<file path="src/design/pcda_pkg.sv">
// Shared constants, codes and controller/datapath interface types for the dimension algebra unit.
`timescale 1ns / 1ps
package pcda_pkg;

   localparam int VALUE_WIDTH = 64;
   localparam int MAX_BASES   = 16;
   localparam int PRIME_WIDTH = 16;
   localparam int HALF_WIDTH  = VALUE_WIDTH / 2;
   localparam int CNT_W       = $clog2(MAX_BASES + 1);
   localparam int IDX_W       = (MAX_BASES > 1) ? $clog2(MAX_BASES) : 1;
   localparam int EXP_W       = 7;
   localparam int DCNT_W      = $clog2(VALUE_WIDTH + 1);

   typedef enum logic [1:0] {
      OP_NEW_BASE = 2'd0,
      OP_MUL      = 2'd1,
      OP_DIV      = 2'd2,
      OP_POW      = 2'd3
   } opcode_type;

   typedef enum logic [1:0] {
      ST_OK   = 2'd0,
      ST_OVF  = 2'd1,
      ST_FULL = 2'd2
   } status_type;

   // Commands from controller to datapath
   typedef struct packed {
      logic       load;        // capture request
      logic       cand_init;   // first candidate above last prime
      logic       cand_next;   // next candidate
      logic       idx_clr;
      logic       idx_inc;
      logic       mul_start;
      logic       mul_sel_d;   // 0: n*mn into n, 1: d*md into d
      logic       iter_inc;
      logic       div_start;   // divide n and d by table entry at idx
      logic       div_take;    // keep quotients
      logic       swap;
      logic       set_unit;    // 1/1
      logic       prime_store;
      logic       out_load;
      status_type out_code;
   } pcda_cmd_type;

   // Status from datapath to controller
   typedef struct packed {
      logic table_full;
      logic idx_end;
      logic both_zero;
      logic exp_zero;
      logic exp_one;
      logic iter_end;
      logic neg;
      logic mul_done;
      logic mul_ovf;
      logic div_done;
      logic rem_n_zero;
      logic rem_d_zero;
   } pcda_sts_type;

endpackage

</file>
<file path="src/design/pcda_datapath.sv">
// Datapath: operand registers, prime table, split multiplier and dual serial divider.
`timescale 1ns / 1ps
module pcda_datapath (
   input  logic                                clock,
   input  logic                                reset,
   input  pcda_pkg::pcda_cmd_type              cmd,
   output pcda_pkg::pcda_sts_type              sts,
   input  logic [1:0]                          req_opcode,
   input  logic [pcda_pkg::VALUE_WIDTH-1:0]    req_num_a,
   input  logic [pcda_pkg::VALUE_WIDTH-1:0]    req_den_a,
   input  logic [pcda_pkg::VALUE_WIDTH-1:0]    req_num_b,
   input  logic [pcda_pkg::VALUE_WIDTH-1:0]    req_den_b,
   input  logic signed [pcda_pkg::EXP_W-1:0]   req_exponent,
   output logic [pcda_pkg::VALUE_WIDTH-1:0]    rsp_num_out,
   output logic [pcda_pkg::VALUE_WIDTH-1:0]    rsp_den_out,
   output logic [1:0]                          rsp_status
);
   import pcda_pkg::*;

   localparam int VW = VALUE_WIDTH;
   localparam int PW = PRIME_WIDTH;

   // Working values and multiplicands
   logic [VW-1:0]    n_ff, d_ff, mn_ff, md_ff;
   logic [EXP_W-1:0] mag_ff, iter_ff;
   logic             neg_ff;

   // Prime table and its bookkeeping
   logic [PW-1:0]    prime_ff [MAX_BASES];
   logic [CNT_W-1:0] count_ff;
   logic [PW-1:0]    last_ff;
   logic [CNT_W-1:0] idx_ff;

   // Multiplier
   logic [VW-1:0]    mx_ff, my_ff;
   logic [VW-1:0]    pp_ff;
   logic [1:0]       psh_ff;
   logic [2*VW-1:0]  acc_ff, acc_in;
   logic [2:0]       mcnt_ff;
   logic             mbusy_ff, msel_ff, mdone_ff, movf_ff;
   logic [HALF_WIDTH-1:0] mx_half, my_half;

   // Divider
   logic [VW-1:0]     dn_ff, dd_ff;
   logic [PW-1:0]     rn_ff, rd_ff, dp_ff;
   logic [DCNT_W-1:0] dcnt_ff;
   logic              dbusy_ff, ddone_ff;
   logic [PW:0]       tn, td;
   logic [PW-1:0]     rn_in, rd_in;
   logic              qn_bit, qd_bit;

   // Output register
   logic [VW-1:0]     num_out_ff, den_out_ff;
   logic [1:0]        status_ff;

   logic [EXP_W-1:0]  exp_abs;

   // Half-word operand selection for the current partial product
   always_comb begin
      mx_half = mcnt_ff[0] ? mx_ff[VW-1:HALF_WIDTH] : mx_ff[HALF_WIDTH-1:0];
      my_half = mcnt_ff[1] ? my_ff[VW-1:HALF_WIDTH] : my_ff[HALF_WIDTH-1:0];
      acc_in  = acc_ff + ((2*VW)'(pp_ff) << (HALF_WIDTH * int'(psh_ff)));
   end

   // One restoring step on both dividends
   always_comb begin
      tn     = {rn_ff, dn_ff[VW-1]};
      td     = {rd_ff, dd_ff[VW-1]};
      qn_bit = (tn >= {1'b0, dp_ff});
      qd_bit = (td >= {1'b0, dp_ff});
      rn_in  = qn_bit ? PW'(tn - {1'b0, dp_ff}) : tn[PW-1:0];
      rd_in  = qd_bit ? PW'(td - {1'b0, dp_ff}) : td[PW-1:0];
   end

   assign exp_abs = req_exponent[EXP_W-1] ? EXP_W'(-req_exponent) : EXP_W'(req_exponent);

   // Status
   always_comb begin
      sts.table_full = (count_ff == CNT_W'(MAX_BASES));
      sts.idx_end    = (idx_ff == count_ff);
      sts.both_zero  = (n_ff == '0) && (d_ff == '0);
      sts.exp_zero   = (mag_ff == '0);
      sts.exp_one    = (mag_ff == EXP_W'(1)) && !neg_ff;
      sts.iter_end   = (iter_ff >= mag_ff);
      sts.neg        = neg_ff;
      sts.mul_done   = mdone_ff;
      sts.mul_ovf    = movf_ff;
      sts.div_done   = ddone_ff;
      sts.rem_n_zero = (rn_ff == '0);
      sts.rem_d_zero = (rd_ff == '0);
   end

   // Control-state registers
   always_ff @(posedge clock) begin
      if (reset) begin
         count_ff <= '0;
         last_ff  <= PW'(1);
         mbusy_ff <= 1'b0;
         mdone_ff <= 1'b0;
         dbusy_ff <= 1'b0;
         ddone_ff <= 1'b0;
      end else begin
         mdone_ff <= 1'b0;
         ddone_ff <= 1'b0;
         if (cmd.prime_store) begin
            count_ff <= count_ff + CNT_W'(1);
            last_ff  <= n_ff[PW-1:0];
         end
         if (cmd.mul_start) begin
            mbusy_ff <= 1'b1;
         end else if (mbusy_ff && mcnt_ff == 3'd4) begin
            mbusy_ff <= 1'b0;
            mdone_ff <= 1'b1;
         end
         if (cmd.div_start) begin
            dbusy_ff <= 1'b1;
         end else if (dbusy_ff && dcnt_ff == DCNT_W'(VW - 1)) begin
            dbusy_ff <= 1'b0;
            ddone_ff <= 1'b1;
         end
      end
   end

   // Payload registers
   always_ff @(posedge clock) begin
      // request capture; multiply/divide run the power loop once
      if (cmd.load) begin
         n_ff    <= req_num_a;
         d_ff    <= req_den_a;
         iter_ff <= EXP_W'(1);
         unique case (opcode_type'(req_opcode))
            OP_MUL: begin
               mn_ff <= req_num_b; md_ff <= req_den_b;
               mag_ff <= EXP_W'(2); neg_ff <= 1'b0;
            end
            OP_DIV: begin
               mn_ff <= req_den_b; md_ff <= req_num_b;
               mag_ff <= EXP_W'(2); neg_ff <= 1'b0;
            end
            OP_POW: begin
               mn_ff <= req_num_a; md_ff <= req_den_a;
               mag_ff <= exp_abs; neg_ff <= req_exponent[EXP_W-1];
            end
            default: begin
               mn_ff <= req_num_b; md_ff <= req_den_b;
               mag_ff <= EXP_W'(2); neg_ff <= 1'b0;
            end
         endcase
      end
      if (cmd.cand_init) begin
         n_ff <= VW'(PW'(last_ff + PW'(1)));
         d_ff <= VW'(1);
      end
      if (cmd.cand_next) begin
         n_ff <= VW'(PW'(n_ff[PW-1:0] + PW'(1)));
      end
      if (cmd.idx_clr || cmd.cand_init || cmd.cand_next) begin
         idx_ff <= '0;
      end else if (cmd.idx_inc) begin
         idx_ff <= idx_ff + CNT_W'(1);
      end
      if (cmd.iter_inc) begin
         iter_ff <= iter_ff + EXP_W'(1);
      end
      if (cmd.swap) begin
         n_ff <= d_ff;
         d_ff <= n_ff;
      end
      if (cmd.set_unit) begin
         n_ff <= VW'(1);
         d_ff <= VW'(1);
      end
      if (cmd.div_take) begin
         n_ff <= dn_ff;
         d_ff <= dd_ff;
      end
      if (cmd.prime_store) begin
         prime_ff[idx_ff[IDX_W-1:0]] <= n_ff[PW-1:0];
      end

      // multiplier: four half-word products, each registered and added in the next cycle
      if (cmd.mul_start) begin
         mx_ff   <= cmd.mul_sel_d ? d_ff : n_ff;
         my_ff   <= cmd.mul_sel_d ? md_ff : mn_ff;
         msel_ff <= cmd.mul_sel_d;
         acc_ff  <= '0;
         mcnt_ff <= '0;
      end else if (mbusy_ff) begin
         mcnt_ff <= mcnt_ff + 3'd1;
         if (mcnt_ff != 3'd4) begin
            pp_ff  <= VW'(mx_half * my_half);
            psh_ff <= 2'(mcnt_ff[0]) + 2'(mcnt_ff[1]);
         end
         if (mcnt_ff != 3'd0) begin
            acc_ff <= acc_in;
         end
         if (mcnt_ff == 3'd4) begin
            movf_ff <= (acc_in[2*VW-1:VW] != '0);
            if (msel_ff) begin
               d_ff <= acc_in[VW-1:0];
            end else begin
               n_ff <= acc_in[VW-1:0];
            end
         end
      end

      // divider: one quotient bit per cycle on both parts
      if (cmd.div_start) begin
         dn_ff   <= n_ff;
         dd_ff   <= d_ff;
         rn_ff   <= '0;
         rd_ff   <= '0;
         dp_ff   <= prime_ff[idx_ff[IDX_W-1:0]];
         dcnt_ff <= '0;
      end else if (dbusy_ff) begin
         dn_ff   <= {dn_ff[VW-2:0], qn_bit};
         dd_ff   <= {dd_ff[VW-2:0], qd_bit};
         rn_ff   <= rn_in;
         rd_ff   <= rd_in;
         dcnt_ff <= dcnt_ff + DCNT_W'(1);
      end

      // result register
      if (cmd.out_load) begin
         num_out_ff <= (cmd.out_code == ST_OK) ? n_ff : '0;
         den_out_ff <= (cmd.out_code == ST_OK) ? d_ff : '0;
         status_ff  <= cmd.out_code;
      end
   end

   assign rsp_num_out = num_out_ff;
   assign rsp_den_out = den_out_ff;
   assign rsp_status  = status_ff;

endmodule

</file>
<file path="config.mk">
export PLATFORM = sky130hd
export DESIGN_NAME = pcda_datapath
export DESIGN_NICKNAME = d
export VERILOG_FILES = /design/src/design/pcda_pkg.sv /design/src/design/pcda_datapath.sv
export SDC_FILE = /design/constraint.sdc
export NUM_CORES = 2
export LEC_CHECK = 0
export BUFFER_PORTS_ARGS = -buffer_cell sky130_fd_sc_hd__buf_2
export CAP_MARGIN = 20
export CORE_ASPECT_RATIO = 0.6
export CORE_MARGIN = 2
export CORE_UTILIZATION = 35
export DETAILED_ROUTE_END_ITERATION = 6
export HOLD_SLACK_MARGIN = 0.1
export SYNTH_ARGS = -nofsm -noshare
export SYNTH_HDL_FRONTEND = slang
export SYNTH_SLANG_ARGS = --single-unit
</file>
<file path="constraint.sdc">
create_clock -name clock -period 9.9 [get_ports clock]
set_input_delay 0.99 -clock clock [delete_from_list [all_inputs] [get_ports clock]]
set_output_delay 0.99 -clock clock [all_outputs]
set_load 0.05 [all_outputs]
</file>
Word level (Yosys, flattened, before mapping) --
Memory sizes are Yosys's and may differ from the RTL's. A register that Yosys moved wholly into a read port is not among the register bits. Index checks and enable logic that the tools add are counted.
Word-level totals: bits in registers 925, memory bits (writable) 256, bits of input ports 283, output and inout port bits 142, memories kept 1
Operators by class: $add $sub $neg 12, multipliers 1, magnitude comparators 3, equal/unequal tests 8, shifts and indexed selects 1, mux-type cells 42, bitwise gates (word level) 1, reductions and logical operators 25
Memory list:
- prime_ff | words 16, width 16, read ports 1, clocked after Yosys merged registers in 1, wr ports 1, RTL line pcda_datapath.sv:29 | logic [PW-1:0] prime_ff [MAX_BASES];
Operators by type and width (number):
- $mux 64 | 25
- $pmux 64 s2 | 2
- $add 128x128->128 | 1
- $logic_not 64->1 | 2
- $shl 64x7->128 | 1
- $mul 32x32->64 | 1
- $mux 32 | 2
- $reduce_bool 64->1 | 1
- $ge 17x16->1 | 2
- $add 16x1->16 const B | 2
- $logic_not 16->1 | 2
- $mux 16 | 2
- $sub 16x16->16 | 2
- $add 7x1->7 const B | 2
- $mux 7 | 2
- $add 5x1->5 const B | 2
- $mux 1 | 8
- $reduce_bool 2->1 | 4
- $eq 7x1->1 const B | 1
- $eq 7x6->1 const B | 1
- $ge 7x7->1 | 1
- $logic_not 7->1 | 1
- $neg 7->7 | 1
- $mux 6 | 1
- other kinds (16) | 24

Depth between registers and ports, before layout --
depth in word-level cells 10, mapped depth 35

Worst setup path before layout --
OpenSTA, ideal clock, no wires.
path kind reg-to-reg, from reg mcnt_ff[1], to reg pp_ff[62], data pin, setup time 0.274 ns, arrival time 8.782 ns, setup slack 0.845 ns, cell stages (with the launch flop) 33, buffers on the path 5, cell sequence dfxtp_1 > clkbuf_1 > buf_1 > buf_1 > mux2i_1 > clkbuf_1 > nor2_1 > fa_1 > inv_1 > fa_1 > fa_1 > fa_1 > inv_1 > fa_1 > fa_1 > fa_1 > inv_1 > fa_1 > inv_1 > ha_1 > clkbuf_1 > a21o_1 > a21o_1 > a21oi_1 > o21ai_0 > a21oi_1 > a21oi_1 > o41ai_1 > o21ai_1 > a211o_1 > a21boi_1 > o41ai_1 > xor2_1
On the way: longest elaborated chain between the ends 2
RTL lines:
- start, declared | RTL line pcda_datapath.sv:39 | logic [2:0] mcnt_ff;
- start signal, assigned | RTL line pcda_datapath.sv:189 | mcnt_ff <= mcnt_ff + 3'd1;
- $mux 32 | RTL line pcda_datapath.sv:61 | my_half = mcnt_ff[1] ? my_ff[VW-1:HALF_WIDTH] : my_ff[HALF_WIDTH-1:0];
- $mul 32x32->64 | RTL line pcda_datapath.sv:191 | pp_ff <= VW'(mx_half * my_half);
- end signal, assigned | RTL line pcda_datapath.sv:191
- end, declared | RTL line pcda_datapath.sv:36 | logic [VW-1:0] pp_ff;
Every way passes these cells. A chain may end at the register's enable or synchronous reset.

Worst setup path in the final report --
Same ends and word-level chain as after synthesis.

==> flow_metrics.py <==
metrics = {
    "run_status": {
        "outcome": "complete, no violations",
    },
    "clock_network": {
        "clk_pin_slew_worst_paths_ns": 0.07,
        "clkLatencyLatePin_ns": 0.81,
        "clock-root-buffer": "clkbuf_16",
        "cts_tree": "yes",
        "clock_sinks": 1197,
        "cts_buffers": 120,
        "htree_levels": 3,
        "clockBufferDepth": 3,
        "cts_setup_buffers": 0,
    },
    "routing": {
        "firstDrtPassIters": 7,
        "viasPerCell": 5.85,
        "drtIter0Drc": 11592,
        "antenna_left": 0,
        "wl_per_cell_um": 31.1,
        "routed_wirelength_mm": 428,
        "num_vias": 80429,
        "drc_errors": 0,
    },
    "floorplanning": {
        "design.core.area_um2": 274000,
        "pin_count": 425,
        "die_y_um": 410,
        "die-width_um": 681,
        "rows": 149,
        "start_util_pct": 35.1,
        "die-area_um2": 280000,
    },
    "worst_hold_path": {
        "worst_hold_path_type": "in2reg",
        "hp-start": "cmd[0]",
    },
    "setup_path": {
        "path_common_cell": "fa_1",
        "crit_type": "reg2reg",
        "regToRegSetupSlack_ns": 0.18,
        "cp_data_required_time_ns": 10.36,
        "cp_top_family": "adder cells",
        "critPathMaxFanout": 21,
        "crit_path_start_kind": "register",
        "cp_slowest_stage_delay_ns": 0.79,
        "slowest_stage": "mux2i_4",
        "critPathCaptureType": "register",
        "r2r-start": "mcnt_ff[1]$_SDFFE_PP0P_",
        "critPathBufInv": 5,
        "worstPathArrival_ns": 10.17,
        "crit_start": "mcnt_ff[1]$_SDFFE_PP0P_",
    },
    "layout": {
        "n_fill_cell": 26837,
        "fin_nets": 11542,
        "final_common_cell": "nor2_1",
        "area_growth_pct": 12.2,
        "final_cell_mix": "nor2_1, nand2_1, inv_1",
        "drive_gt1_share_pct": 13.9,
    },
    "timing": {
        "skew_ns": 0.0920,
        "slew_viol_final": 0,
        "fin_setup_tns_ns": 0,
        "post-route-period-util_pct": 98.2,
        "slew_headroom_pct": 16.1,
        "hold_violations": 0,
        "period_minus_slack_ns": 9.72,
        "setup_violations": 0,
        "tightest_slew_ns": 1.25,
        "rsz0062_at_grt": "no",
        "max_freq_mhz": 103,
    },
    "yosys": {
        "syn_nets": 11321,
        "ys_seq_area_share_pct": 33.9,
        "yosys_warnings": 0,
        "synth_cell_types": 90,
        "synth-async-reset-ratio_pct": 0,
        "synth_cells": 9696,
        "synth_area_um2": 96400,
        "synth_edf_count": 869,
        "avgSynthCellArea_um2": 9.94,
        "ys.flop_type": "edfxtp_1",
        "ys_seq_elements": 1197,
    },
    "grt": {
        "antenna_found_initial": 42,
        "grt_pass1_vias": 76690,
        "grt_pass1_wl_mm": 591,
        "grt_max_degree": 168,
        "grt-ovfl-total": 0,
        "gr-usage-all-layers_pct": 29.8,
    },
    "flow_run": {
        "drv_cap": 0,
    },
    "place": {
        "dp_hpwl_mm": 338,
        "gp_congestion": 1.08,
        "port-buffer-count": 424,
    },
}
[routing by layer]
metal,part of all wire [%],GRT usage (%)
met1,42,42.4
met2,36,36.5
met3,17,16.5
met4,4.6,11.5
met5,0.51,0.997
[state kept, by name (all words and copies together) (netlist names), 64 cells and up]
register     flops
dn_ff           64
acc_ff         128
mx_ff           64
rsp_num_out     64
md_ff           64
pp_ff           64
prime_ff       256
my_ff           64
rsp_den_out     64
n_ff            64
dd_ff           64
d_ff            64
mn_ff           64
[worst register-to-register path, delay by kind of cell (launching register included)]
kind                     cells  cell delay [ns]
multiplexers                 1             0.80
AND/OR/NAND/NOR              3             0.28
XOR/XNOR                     1             0.15
adder cells (fa/ha/maj)      9             4.55
flip-flops                   1             0.58
AO/OA/AOI/OAI                9             2.06
buffers and inverters        5             0.94
[synth_stat cells (all sizes together) (29+ instances only)]
master	count	share of area, %
a21oi	632	3.3
and2	195	1.3
nand3	82	0.43
buf	68	0.30
nor2b	77	0.50
mux2	316	3.7
nor3	69	0.36
dfxtp	328	6.8
inv	939	3.7
clkbuf	528	2.1
and3	31	0.20
mux2i	376	3.9
a221oi	129	1.2
nand2b	35	0.23
mux4	80	1.9
a22o	41	0.37
ha	443	5.8
o21bai	35	0.27
fa	899	19
a21o	86	0.67
or3	29	0.19
a31oi	43	0.29
nor2	1234	4.8
edfxtp	869	27
nand2	1005	3.9
o21ai	352	1.8
a211oi	59	0.46
xor2	98	0.89
nor4	66	0.43
xnor2	144	1.3
nand4	120	0.78
[cells by family (layout without fill, tap and decap cells)]
kind of cell    Yosys count  after routing  synth area share [%]
mux                     772            772                  9.47
simple gates           3016           3016                  13.7
xor+xnor                242            242                  2.20
compound gates         1592           1592                  10.3
fa+ha+maj              1342           1342                  24.4
flops                  1197           1197                  33.9
other cells               0             25                     0
buf+inv                1535           1864                  6.02
[per-stage QoR]
stage	util, %	hold WS, ns	std cells	setup slack (ns)	area [um^2]
2_1_floorplan	-	0.436	9696	0.845	96400
3_3_place_gp	37.6	0.445	13451	0.295	103000
3_5_place_dp	37.7	0.450	13469	0.251	103000
4_1_cts	39.2	0.416	13699	0.192	108000
5_1_grt	39.4	0.437	13730	0.000719	108000
6_report	39.4	0.458	13749	0.183	108000
[cell type report]
cell class / count / area [um^2] / area share (%)
Timing Repair Buffer: 695 / 4750 / 4.40
Inverter: 939 / 3530 / 3.26
Antenna cell: 25 / 62.6 / 0.0579
Clock inverter: 83 / 860 / 0.795
Tap cell: 3699 / 4630 / 4.28
Sequential cell: 1197 / 32700 / 30.2
Multi-Input combinational cell: 6964 / 58400 / 54.0
Clock buffer: 147 / 3210 / 2.97
[path summary, 6_finish.rpt]
kind	to	depth (start not counted)
max reg2reg	pp_ff[62]$_DFFE_PP_	28
max	pp_ff[62]$_DFFE_PP_	28
min	rsp_status[0]$_DFFE_PP_	1
min reg2reg	acc_ff[125]$_SDFFE_PP0P_	2
[what timing repair did]
action	CTS	global route
hold buffers	0	0
setup endpoints to repair	0	6
gates resized for setup	0	9
Power is not shown: default switching activity piles up to over one toggle a cycle in this logic, so the estimate is an artifact.
