===== config.mk =====
export PLATFORM = sky130hd
export DESIGN_NAME = pcda_ctrl
export DESIGN_NICKNAME = d
export VERILOG_FILES = /design/src/design/pcda_pkg.sv /design/src/design/pcda_ctrl.sv
export SDC_FILE = /design/constraint.sdc
export NUM_CORES = 1
export LEC_CHECK = 0
export BUFFER_PORTS_ARGS = -buffer_cell sky130_fd_sc_hd__buf_4
export CAP_MARGIN = 20
export CELL_PAD_IN_SITES_DETAIL_PLACEMENT = 0
export CELL_PAD_IN_SITES_GLOBAL_PLACEMENT = 2
export CORE_MARGIN = 2
export CORE_UTILIZATION = 21
export DETAILED_ROUTE_END_ITERATION = 12
export PLACE_DENSITY_LB_ADDON = 0.12
export SLEW_MARGIN = 20
export SYNTH_ARGS = -nofsm -noshare
export SYNTH_HDL_FRONTEND = slang
export SYNTH_SLANG_ARGS = --single-unit
export TNS_END_PERCENT = 10

===== constraint.sdc =====
create_clock -name clock -period 1.3 [get_ports clock]
set_input_delay 0.26 -clock clock [delete_from_list [all_inputs] [get_ports clock]]
set_output_delay 0.26 -clock clock [all_outputs]
set_load 0.005 [all_outputs]

===== src/design/pcda_pkg.sv =====
// Shared constants, codes and controller/datapath interface types for the dimension algebra unit.
`timescale 1ns / 1ps
package pcda_pkg;

   localparam int VALUE_WIDTH = 64;
   localparam int MAX_BASES   = 16;
   localparam int PRIME_WIDTH = 16;
   localparam int HALF_WIDTH  = VALUE_WIDTH / 2;
   localparam int CNT_W       = $clog2(MAX_BASES + 1);
   localparam int IDX_W       = (MAX_BASES > 1) ? $clog2(MAX_BASES) : 1;
   localparam int EXP_W       = 7;
   localparam int DCNT_W      = $clog2(VALUE_WIDTH + 1);

   typedef enum logic [1:0] {
      OP_NEW_BASE = 2'd0,
      OP_MUL      = 2'd1,
      OP_DIV      = 2'd2,
      OP_POW      = 2'd3
   } opcode_type;

   typedef enum logic [1:0] {
      ST_OK   = 2'd0,
      ST_OVF  = 2'd1,
      ST_FULL = 2'd2
   } status_type;

   // Commands from controller to datapath
   typedef struct packed {
      logic       load;        // capture request
      logic       cand_init;   // first candidate above last prime
      logic       cand_next;   // next candidate
      logic       idx_clr;
      logic       idx_inc;
      logic       mul_start;
      logic       mul_sel_d;   // 0: n*mn into n, 1: d*md into d
      logic       iter_inc;
      logic       div_start;   // divide n and d by table entry at idx
      logic       div_take;    // keep quotients
      logic       swap;
      logic       set_unit;    // 1/1
      logic       prime_store;
      logic       out_load;
      status_type out_code;
   } pcda_cmd_type;

   // Status from datapath to controller
   typedef struct packed {
      logic table_full;
      logic idx_end;
      logic both_zero;
      logic exp_zero;
      logic exp_one;
      logic iter_end;
      logic neg;
      logic mul_done;
      logic mul_ovf;
      logic div_done;
      logic rem_n_zero;
      logic rem_d_zero;
   } pcda_sts_type;

endpackage


===== src/design/pcda_ctrl.sv =====
// Controller state machine sequencing trial division, products, powers and cancelling.
`timescale 1ns / 1ps
module pcda_ctrl (
   input  logic                   clock,
   input  logic                   reset,
   input  logic                   req_valid,
   output logic                   req_ready,
   input  logic [1:0]             req_opcode,
   output logic                   rsp_valid,
   input  logic                   rsp_ready,
   output pcda_pkg::pcda_cmd_type cmd,
   input  pcda_pkg::pcda_sts_type sts
);
   import pcda_pkg::*;

   typedef enum logic [3:0] {
      S_IDLE, S_NB_CHECK, S_TRIAL, S_TRIAL_WAIT, S_PW_CHECK, S_PW_LOOP,
      S_MUL_N_WAIT, S_MUL_D_WAIT, S_CANCEL_START, S_CANCEL, S_C_WAIT, S_FINISH
   } state_type;

   state_type  state_ff, state_in;
   status_type code_ff, code_in;
   logic       rsp_valid_ff, rsp_valid_in;
   logic       req_xfer;

   assign req_ready = (state_ff == S_IDLE);
   assign req_xfer  = req_valid && req_ready;
   assign rsp_valid = rsp_valid_ff;

   // Next state and commands
   always_comb begin
      state_in     = state_ff;
      code_in      = code_ff;
      rsp_valid_in = rsp_valid_ff && !rsp_ready;
      cmd          = '0;
      cmd.out_code = code_ff;
      unique case (state_ff)
         S_IDLE: begin
            if (req_xfer) begin
               cmd.load = 1'b1;
               unique case (opcode_type'(req_opcode))
                  OP_NEW_BASE: state_in = S_NB_CHECK;
                  OP_POW:      state_in = S_PW_CHECK;
                  default:     state_in = S_PW_LOOP;
               endcase
            end
         end
         S_NB_CHECK: begin
            if (sts.table_full) begin
               code_in  = ST_FULL;
               state_in = S_FINISH;
            end else begin
               cmd.cand_init = 1'b1;
               state_in      = S_TRIAL;
            end
         end
         S_TRIAL: begin
            if (sts.idx_end) begin
               cmd.prime_store = 1'b1;
               code_in         = ST_OK;
               state_in        = S_FINISH;
            end else begin
               cmd.div_start = 1'b1;
               state_in      = S_TRIAL_WAIT;
            end
         end
         S_TRIAL_WAIT: begin
            if (sts.div_done) begin
               if (sts.rem_n_zero) begin
                  cmd.cand_next = 1'b1;
               end else begin
                  cmd.idx_inc = 1'b1;
               end
               state_in = S_TRIAL;
            end
         end
         S_PW_CHECK: begin
            code_in = ST_OK;
            if (sts.exp_zero) begin
               cmd.set_unit = 1'b1;
               state_in     = S_FINISH;
            end else if (sts.exp_one) begin
               state_in = S_FINISH;
            end else begin
               state_in = S_PW_LOOP;
            end
         end
         S_PW_LOOP: begin
            if (sts.iter_end) begin
               cmd.swap = sts.neg;
               state_in = S_CANCEL_START;
            end else begin
               cmd.mul_start = 1'b1;
               state_in      = S_MUL_N_WAIT;
            end
         end
         S_MUL_N_WAIT: begin
            if (sts.mul_done) begin
               if (sts.mul_ovf) begin
                  code_in  = ST_OVF;
                  state_in = S_FINISH;
               end else begin
                  cmd.mul_start = 1'b1;
                  cmd.mul_sel_d = 1'b1;
                  state_in      = S_MUL_D_WAIT;
               end
            end
         end
         S_MUL_D_WAIT: begin
            if (sts.mul_done) begin
               if (sts.mul_ovf) begin
                  code_in  = ST_OVF;
                  state_in = S_FINISH;
               end else begin
                  cmd.iter_inc = 1'b1;
                  state_in     = S_PW_LOOP;
               end
            end
         end
         S_CANCEL_START: begin
            code_in = ST_OK;
            if (sts.both_zero) begin
               state_in = S_FINISH;
            end else begin
               cmd.idx_clr = 1'b1;
               state_in    = S_CANCEL;
            end
         end
         S_CANCEL: begin
            if (sts.idx_end) begin
               state_in = S_FINISH;
            end else begin
               cmd.div_start = 1'b1;
               state_in      = S_C_WAIT;
            end
         end
         S_C_WAIT: begin
            if (sts.div_done) begin
               if (sts.rem_n_zero && sts.rem_d_zero) begin
                  cmd.div_take = 1'b1;
               end else begin
                  cmd.idx_inc = 1'b1;
               end
               state_in = S_CANCEL;
            end
         end
         S_FINISH: begin
            if (!rsp_valid_ff || rsp_ready) begin
               cmd.out_load = 1'b1;
               rsp_valid_in = 1'b1;
               state_in     = S_IDLE;
            end
         end
         default: state_in = S_IDLE;
      endcase
   end

   // State and registered outputs
   always_ff @(posedge clock) begin
      if (reset) begin
         state_ff     <= S_IDLE;
         code_ff      <= ST_OK;
         rsp_valid_ff <= 1'b0;
      end else begin
         state_ff     <= state_in;
         code_ff      <= code_in;
         rsp_valid_ff <= rsp_valid_in;
      end
   end

endmodule


### Word level (Yosys, flattened, before mapping)

Index checks and enable logic that the tools add are counted.

| storage, ports and cells | value |
|---|---|
| flip-flop bits (word level) | 7 |
| output and inout bits | 18 |

| operators by class | value |
|---|---|
| eq/ne operators | 22 |
| muxes and demuxes | 59 |
| reductions and logical operators | 14 |

Operators by type and width:

| cell | number |
|---|---|
| 4-bit 2-to-1 mux | 13 |
| 4-bit case mux with 12 select lines | 1 |
| 1-bit 2-to-1 mux | 34 |
| 4-bit by 3-bit == test with 1-bit output (second input constant) | 4 |
| 4-bit == test (second input constant) | 4 |
| 2-bit 2-to-1 mux | 7 |
| 2-bit inequality test (second input constant) | 7 |
| 4-bit by 2-bit == test with 1-bit output (second input constant) | 2 |
| 2-bit case mux with 4 select lines | 1 |
| 2-bit by 1-bit inequality test with 1-bit output (second input constant) | 3 |
| 3-bit case mux with 2 select lines | 1 |
| 6-bit AND reduction | 1 |
| 2-bit OR reduction | 3 |
| 5-bit AND reduction | 1 |
| 4-bit by 1-bit == test with 1-bit output (second input constant) | 1 |
| 4-bit logical NOT | 1 |
| 1-bit case mux with 2 select lines | 2 |
| 4-bit nonzero test | 1 |
| 1-bit logical AND | 3 |
| 2-bit == test (second input constant) | 1 |
| 1-bit logical NOT | 2 |
| 2-bit logical NOT | 1 |
| 1-bit logical OR | 1 |

### Depth between registers and ports, before layout

Gate-level depths: netlist of run 1.

| logic depth | value |
|---|---|
| depth in word-level cells | 4 |
| gate-level depth with buffers | 7 |
| mapped depth without buffers | 5 |

### Worst setup path before layout of run 1

Ideal clock, no wire load.

| timing | value |
|---|---|
| path type | reg2out |
| start | register state_ff[3] |
| end | output cmd[10] in the netlist's numbering |
| data arrival time | 1.087 ns |
| slack | -0.047 ns |
| cell stages (with the launch flop) | 5 |
| path buffers | 1 |
| path through | dfxtp_1 buf_2 nand2b_1 nor3_1 a31o_2 |

RTL lines:

| what | line | RTL |
|---|---|---|
| start, declared | pcda_ctrl.sv:21 | `state_type state_ff, state_in;` |
| start signal, assigned | pcda_ctrl.sv:165 | `state_ff <= state_in;` |
| end, declared | pcda_ctrl.sv:11 | `output pcda_pkg::pcda_cmd_type cmd,` |

==> results of run 1 <==
## cell families after synthesis
family,Yosys count
AND/OR/NAND/NOR,61
AO/OA/AOI/OAI,36
buffers and inverters,12
flip-flops,7
## repair_timing
action,4_1_cts,5_1_grt
pin swaps,10,7
setup buffers,8,1
setup endpoints to repair,21,21
resized for setup,39,18
## through the flow
stage | hold WS (ns) | instance area (um2) | cells
6_report | 0.265 | 1740 | 240
5_1_grt | 0.274 | 1740 | 240
4_1_cts | 0.255 | 1650 | 239
3_5_place_dp | 0.493 | 1370 | 227
3_3_place_gp | 0.484 | 1370 | 227
2_1_floorplan | 0.329 | 802 | 116
## worst max-delay path, stage by stage (launching register included)
cell     delay, ns
dfxtp_4       0.39
buf_12        0.13
and2b_1       0.21
a31o_2        0.23
buf_4         0.13
## cells in the final DEF (no fill, tap or decap), drive strengths merged, types with 3 or more instances in the layout
cell    instances
nand2          13
o21ai           7
nand3           3
nor2            8
nor3           11
a21oi          12
clkbuf          4
buf            80
nand2b          8
nor4            6
dfxtp           7
inv             4
## sequential cells by signal, summed over array words and instances, names as in the netlist
name / count
state_ff: 4
code_ff: 2
rsp_valid: 1
## power breakdown
| part | internal [uW] | switching [uW] | total, uW |
|---|---|---|---|
| Sequential | 319 | 119 | 438 |
| Clock | 212 | 93.4 | 306 |
| Combinational | 1520 | 1300 | 2820 |
| Total | 2050 | 1520 | 3560 |
## worst max path at each step
stage / to
finish: cmd[10]
global route: cmd[6]
CTS: cmd[14]
detailed placement: state_ff[3]$_SDFFE_PP0P_
global placement: state_ff[3]$_SDFFE_PP0P_
floorplan: code_ff[0]$_SDFFE_PP0P_
## metal layers
| layer | wire, um | global-route usage (%) | share of wire (%) | vias to the layer above |
|---|---|---|---|---|
| met2 | 1720 | 29.1 | 50 | 31 |
| met5 | 0 | 0 | 0 | - |
| met3 | 101 | 2.40 | 3.0 | 6 |
| li1 | - | - | - | 596 |
| met4 | 40 | 3.13 | 1.2 | 0 |
| met1 | 1560 | 21.8 | 46 | 549 |
## layout make-up
class / count / area (um2)
Multi-Input combinational cell: 97 / 785
Timing Repair Buffer: 80 / 687
Clock buffer: 4 / 45.0
Sequential cell: 7 / 153
Tap cell: 48 / 60.1
Inverter: 4 / 15.0
Fill cell: 366 / 1920
==> impl_metrics.tcl, run 1 <==
set metrics [dict create \
    rows 22 \
    max_freq_mhz 634 \
    track_usage_pct 16.6 \
    num_vias 1182 \
    tns_ns -4.12 \
    r2r-end "state_ff[3]$_SDFFE_PP0P_" \
    fin_skew_ns 0.00227 \
    peakVddDrop_uv 996 \
    io_pins 36 \
    synth_edf_count 0 \
    portBuffers 35 \
    syn_nets 134 \
    p_leak_uw 0.000754 \
    area.growth.synth_to_final_pct 119 \
    synth_xor_area_share_pct 0 \
    period_needed_ns 1.58 \
    cts_tree "done" \
    synth_area_leader_cell "dfxtp_1" \
    clockBufferDepth 2 \
    crit_type "reg2out" \
    cts.sinks 7 \
    antenna_found_initial 0 \
    grt_max_degree 13 \
    grt_pass1_vias 1143 \
    slew-limit-headroom_pct 80.6 \
    drive_gt1_share_pct 61.5 \
    holdBufCountCts 0 \
    hold_class "in2reg" \
    finalSetupViolations 20 \
    yosys.area_share.simple_pct 43.2 \
    reg2regPathDepth 6 \
    drv_slew 0 \
    place_congestion 0.759 \
    total_power_uw 3560 \
    place_hpwl_um 2570 \
    synth_top_family_by_area "simple AND/OR/NAND/NOR gates" \
    min_period_over_period_pct 121 \
    synth_most_common_cell "nand2_1" \
    avgRoutedWirePerCell_um 14.2 \
    synth_cell_types 39 \
    core_area_um2 3660 \
    drt_iter0_drc 49 \
    cts_root_buffer "clkbuf_8" \
    ys_seq_area_share_pct 17.6 \
    synth-compound-area-share_pct 30.5 \
    antenna_cells 0 \
    ys_async_sr_fraction_pct 0 \
    netlist_top_cells_area "dfxtp_1 18%, a21oi_1 7.5%, nor3_1 6.3%" \
    die_x_um 65.6 \
    nets 211 \
    worstPathArrival_ns 1.32 \
    drt-total-wl_um 3420 \
    clk_pin_slew_ns 0.04 \
    status "complete, but fails checks" \
    worst_slack_ns -0.277 \
    synthesis.area_um2 797 \
    start_util_pct 21.8 \
    path_max_fanout 8 \
    drc 0 \
    clkLatencyLatePin_ns 0.23 \
    grt_overflow 0 \
    r2r_slack_ns -0.18 \
    yosys-top-cells-count "13 x nand2_1, 12 x a21oi_1, 10 x nor3_1" \
    cts_buffers 3 \
    yosysWarnings 0 \
    worstPathRequired_ns 1.04 \
    avgSynthCellArea_um2 6.87 \
    ys.flop_type "dfxtp_1" \
    rsz0062_at_grt "yes" \
    yosys.area_share.adder_pct 0 \
    synthMuxAreaShare_pct 0 \
    avgViaCountPerCell 4.93 \
    hold_violations 0 \
    dp_slack_ns -0.289 \
    htreeDepth 1 \
    min_from "reset" \
    finish.utilization_pct 47.6 \
    drt_pass1_iterations 4 \
    grt_pass1_wl_um 5550 \
    drv_cap 0 \
    startpoint "state_ff[3]$_SDFFE_PP0P_" \
    powerDensity_nw_per_um2 2040 \
    netlist_instances 116 \
    ys_ff_latch 7 \
    die_area_um2 4300 \
    tightest_slew_ns 0.292 \
    synth.top_cell.area_share_pct 17.6 \
    die_height_um 65.6 \
    cp-end-kind "output pin" \
    timing.rr.start "state_ff[0]$_SDFFE_PP0P_" \
    min_path_cells 2 \
    final_antenna_net_count 0 \
    worstSetupStartpointType "flop" \
    hold_end "rsp_valid$_SDFF_PP0_" \
    failed_checks "setup timing" \
]
(Power assumes the default switching activity.)
==> run 2, diff against run 1 <==
--- a/config.mk
+++ b/config.mk
@@ -12,7 +12,7 @@
 export CORE_MARGIN = 2
 export CORE_UTILIZATION = 21
 export DETAILED_ROUTE_END_ITERATION = 12
-export PLACE_DENSITY_LB_ADDON = 0.12
+export PLACE_DENSITY_LB_ADDON = 0.2
 export SLEW_MARGIN = 20
 export SYNTH_ARGS = -nofsm -noshare
 export SYNTH_HDL_FRONTEND = slang
==> impl_metrics.tcl, run 2 (same netlist as run 1, synthesis figures left out) <==
set metrics [dict create \
    die_height_um 65.6 \
    drive_gt1_share_pct 59.3 \
    crit_type "reg2out" \
    clk_pin_slew_ns 0.04 \
    die_x_um 65.6 \
    hold_class "in2reg" \
    fin_skew_ns 0.000294 \
    grt_overflow 0 \
    area.growth.synth_to_final_pct 103 \
    place_congestion 0.821 \
    hold_violations 0 \
    grt_pass1_vias 1054 \
    rsz0062_at_grt "yes" \
    cts.sinks 7 \
    powerDensity_nw_per_um2 2080 \
    min_period_over_period_pct 120 \
    peakVddDrop_uv 1010 \
    core_area_um2 3660 \
    grt_pass1_wl_um 5060 \
    drt-total-wl_um 3240 \
    rows 22 \
    dpl_cell_area_um2 1320 \
    max_freq_mhz 639 \
    clockBufferDepth 2 \
    slew-limit-headroom_pct 80.9 \
    r2r_slack_ns -0.19 \
    period_needed_ns 1.56 \
    drc 0 \
    drv_slew 0 \
    cp-end-kind "output pin" \
    fillCellCount 380 \
    path_max_fanout 7 \
    htreeDepth 1 \
    final_antenna_net_count 0 \
    final_area_um2 1620 \
    antenna_found_initial 0 \
    p_leak_uw 0.000708 \
    num_vias 1149 \
    clkLatencyLatePin_ns 0.22 \
    avgViaCountPerCell 4.85 \
    worst_slack_ns -0.265 \
    regMostFlops "state_ff" \
    layout_common_cells "68 x buf_4, 10 x nand2_1, 10 x a21oi_1" \
    grt_max_degree 12 \
    status "complete, but fails checks" \
    finalSetupViolations 20 \
    track_usage_pct 15.0 \
    drt_pass1_iterations 4 \
    worstSetupStartpointType "flop" \
    cts_root_buffer "clkbuf_8" \
    avgRoutedWirePerCell_um 13.7 \
    drt_iter0_drc 69 \
    fin_cells 237 \
    tightest_slew_ns 0.283 \
    whs_ns 0.265 \
    place_hpwl_um 2490 \
    largest_register_ffs 4 \
    die_area_um2 4300 \
    antenna_cells 0 \
    io_pins 36 \
    start_util_pct 21.8 \
    dp.cells 224 \
    layout_commonest_cell "buf_4" \
    cts_tree "done" \
    nets 208 \
    tns_ns -3.65 \
    worstPathArrival_ns 1.30 \
    worstPathRequired_ns 1.04 \
    finish.utilization_pct 44.2 \
    drv_cap 0 \
    cts_buffers 3 \
    failed_checks "setup timing" \
    portBuffers 35 \
]
## run 2: cell types whose count changed in the layout (fill, tap and decap cells not counted), moves of 2 or more
cell,before,now
buf_6,11,7
buf_4,65,68
nor4_4,4,1
a21oi_1,8,10
a21oi_2,4,2
buf_12,3,1
inv_4,0,2
nand2_2,1,3
nor4_2,1,3
## run 2: path summary, 6_finish.rpt
| check | start | cells past startpoint | endpoint |
|---|---|---|---|
| worst max register to register | state_ff[0]$_SDFFE_PP0P_ | 6 | state_ff[3]$_SDFFE_PP0P_ |
| worst min register to register | code_ff[1]$_SDFFE_PP0P_ | 2 | code_ff[1]$_SDFFE_PP0P_ |
| worst max-delay path | state_ff[3]$_SDFFE_PP0P_ | 4 | cmd[10] |
| worst min-delay path | reset | 2 | rsp_valid$_SDFF_PP0_ |
## run 2: cell type report
class                           instances  area (um2)  area share, %
Sequential cell                         7         155           9.60
Inverter                                4        20.0           1.24
Clock buffer                            4        45.0           2.79
Tap cell                               48        60.1           3.72
Multi-Input combinational cell         97         712           44.0
Timing Repair Buffer                   77         624           38.6
## run 2: per-stage QoR
| step | power (uW) | setup slack (ns) |
|---|---|---|
| floorplan | 1430 | -0.0314 |
| global placement | 2410 | -0.327 |
| detailed placement | 2400 | -0.346 |
| CTS | 3180 | -0.261 |
| global route | 3580 | -0.327 |
| finish | 3350 | -0.265 |
## run 2: repair_timing
action	4_1_cts	5_1_grt
setup endpoints to repair	21	21
hold buffers	0	0
buffers inserted	7	2
hold endpoints to repair	0	0
resized for setup	29	16
pin swaps	9	7
## run 2: report_power, final
| group | switching, uW | leakage [uW] | total (uW) | internal, uW |
|---|---|---|---|---|
| Combinational | 1170 | 0.000625 | 2580 | 1410 |
| Clock | 93.4 | 0.0000228 | 306 | 212 |
| Sequential | 142 | 0.0000600 | 467 | 324 |
| Total | 1410 | 0.000708 | 3350 | 1950 |
## run 2: critical path, stage by stage (launching register included)
cell,delay (ns)
dfxtp_4,0.40
buf_6,0.14
and2b_2,0.22
a31o_2,0.19
buf_4,0.13
## run 2: routing by layer
metal | vias up | global-route usage [%] | routed length (um)
met5 | - | 0 | 0
li1 | 585 | - | -
met1 | 533 | 21.2 | 1570
met2 | 29 | 24.4 | 1540
met4 | 0 | 3.91 | 8
met3 | 2 | 1.37 | 128
==> run 3, diff against run 2 <==
--- a/config.mk
+++ b/config.mk
@@ -12,6 +12,7 @@
 export CORE_MARGIN = 2
 export CORE_UTILIZATION = 21
 export DETAILED_ROUTE_END_ITERATION = 12
+export GPL_TIMING_DRIVEN = 0
 export PLACE_DENSITY_LB_ADDON = 0.2
 export SLEW_MARGIN = 20
 export SYNTH_ARGS = -nofsm -noshare
==> impl_metrics.tcl, run 3 (same netlist as run 1, synthesis figures left out) <==
set metrics [dict create \
    status "complete, but fails checks" \
    failed_checks "setup timing" \
    worstPathArrival_ns 1.33 \
    area.growth.synth_to_final_pct 84.5 \
    avgRoutedWirePerCell_um 14.4 \
    drt_iter0_drc 54 \
    num_vias 1061 \
    startpoint "state_ff[0]$_SDFFE_PP0P_" \
    rsz0062_at_grt "yes" \
    htreeDepth 1 \
    io_pins 36 \
    path_max_fanout 6 \
    clk_pin_slew_ns 0.04 \
    reg2regPathDepth 6 \
    drive_gt1_share_pct 53.7 \
    cts_root_buffer "clkbuf_8" \
    place_hpwl_um 2310 \
    fin_skew_ns 0.000938 \
    layout_commonest_cell "buf_4" \
    dp_slack_ns -0.347 \
    nets 183 \
    r2r_slack_ns -0.15 \
    regMostFlops "state_ff" \
    crit_type "reg2out" \
    fin_cells 212 \
    cts.sinks 7 \
    finalSetupViolations 20 \
    path_delay_family "buffers and inverters" \
    avgViaCountPerCell 5.00 \
    antenna_found_initial 0 \
    period_needed_ns 1.59 \
    peakVddDrop_uv 616 \
    final_antenna_net_count 0 \
    drt-total-wl_um 3060 \
    largest_register_ffs 4 \
    layout_common_cells "42 x buf_4, 11 x nand2_1, 10 x a21oi_1" \
    drv_slew 0 \
    clockBufferDepth 2 \
    die_x_um 65.6 \
    hold_violations 0 \
    crit_slowest_cell "dfxtp_4" \
    path_depth 6 \
    hold_class "in2reg" \
    grt_max_degree 11 \
    powerDensity_nw_per_um2 2000 \
    total_power_uw 2930 \
    crit_path_end "cmd[7]" \
    place_congestion 0.822 \
    drc 0 \
    timing.rr.start "state_ff[0]$_SDFFE_PP0P_" \
    drt_pass1_iterations 4 \
    p_leak_uw 0.000595 \
    crit_path_max_incr_delay_ns 0.36 \
    holdBufCountCts 0 \
    grt_overflow 0 \
    start_util_pct 21.8 \
    min_period_over_period_pct 122 \
    core_area_um2 3660 \
    slew-limit-headroom_pct 74.9 \
    drv_cap 0 \
    grt_pass1_vias 1029 \
    path_common_cell "buf_6" \
    rows 22 \
    cts_tree "done" \
    antenna_cells 0 \
    max_freq_mhz 629 \
    cts_buffers 3 \
    path_cells "buf_6 -> buf_6 -> and3_4 -> a21oi_2 -> nor3_2 -> buf_4" \
    cp-end-kind "output pin" \
    die_height_um 65.6 \
    portBuffers 35 \
    clkLatencyLatePin_ns 0.22 \
    worstPathRequired_ns 1.04 \
    r2r-end "state_ff[1]$_SDFFE_PP0P_" \
    die_area_um2 4300 \
    dp.cells 199 \
    track_usage_pct 14.8 \
    worst-path-buf-inv 3 \
    grt_pass1_wl_um 4950 \
    worst_slack_ns -0.291 \
    worstSetupStartpointType "flop" \
    tightest_slew_ns 0.373 \
]
run 3: changes by cell type in the layout (fill, tap and decap cells not counted), moves of 2 or more:
cell and change:
buf_4 -26, nand2b_4 -2, nand2_2 -2, nor2_2 +2, nor2_1 -2, buf_8 +2
nand2b_1 +2
run 3: worst min path at each step:
| stage | slack (ns) | depth (start not counted) | from | to |
|---|---|---|---|---|
| after floorplan | 0.33 | 1 | reset | rsp_valid$_SDFF_PP0_ |
| after global routing | 0.30 | 2 | reset | rsp_valid$_SDFF_PP0_ |
| after detailed placement | 0.49 | 2 | code_ff[1]$_SDFFE_PP0P_ | code_ff[1]$_SDFFE_PP0P_ |
| after CTS | 0.26 | 2 | reset | rsp_valid$_SDFF_PP0_ |
| after global placement | 0.49 | 2 | code_ff[1]$_SDFFE_PP0P_ | code_ff[1]$_SDFFE_PP0P_ |
| final | 0.28 | 2 | reset | rsp_valid$_SDFF_PP0_ |
run 3: area by class of cell:
type,instances,area [um2]
multi-input combinational,97,734
tap,48,60.1
sequential,7,153
buffer,8,101
timing repair buffer,44,359
inverter,4,17.5
fill,386,2190
clock buffer,4,45.0
run 3: metrics by stage:
stage                     setup TNS (ns)  hold slack [ns]  instance area, um2  utilization (%)
after floorplan                  -0.0444            0.329                 802                -
after CTS                          -3.99            0.264                1410             38.4
after global routing               -5.12            0.295                1470             40.2
final                              -3.86            0.283                1470             40.2
after detailed placement           -3.32            0.490                1120             30.7
after global placement             -3.77            0.488                1120             30.7
run 3: repair_timing:
action / 4_1_cts / 5_1_grt
pin swaps: 9 / 6
resized for setup: 40 / 11
gates cloned: 1 / 0
buffers inserted: 6 / 2
endpoints found under the hold margin: 0 / 0
endpoints found under the setup margin: 21 / 20
run 3: report_power, final:
| part | switching, uW | total [uW] | leakage, uW | internal, uW |
|---|---|---|---|---|
| clock | 86.0 | 298 | 0.0000228 | 211 |
| combinational | 1130 | 2200 | 0.000512 | 1080 |
| sequential | 115 | 434 | 0.0000597 | 319 |
run 3: routing by layer:
layer	GRT usage, %	share of wire, %	vias up
li1	-	-	534
met5	0	0	-
met2	25.5	49	27
met4	3.13	0	0
met1	19.6	46	500
met3	2.05	4.6	0
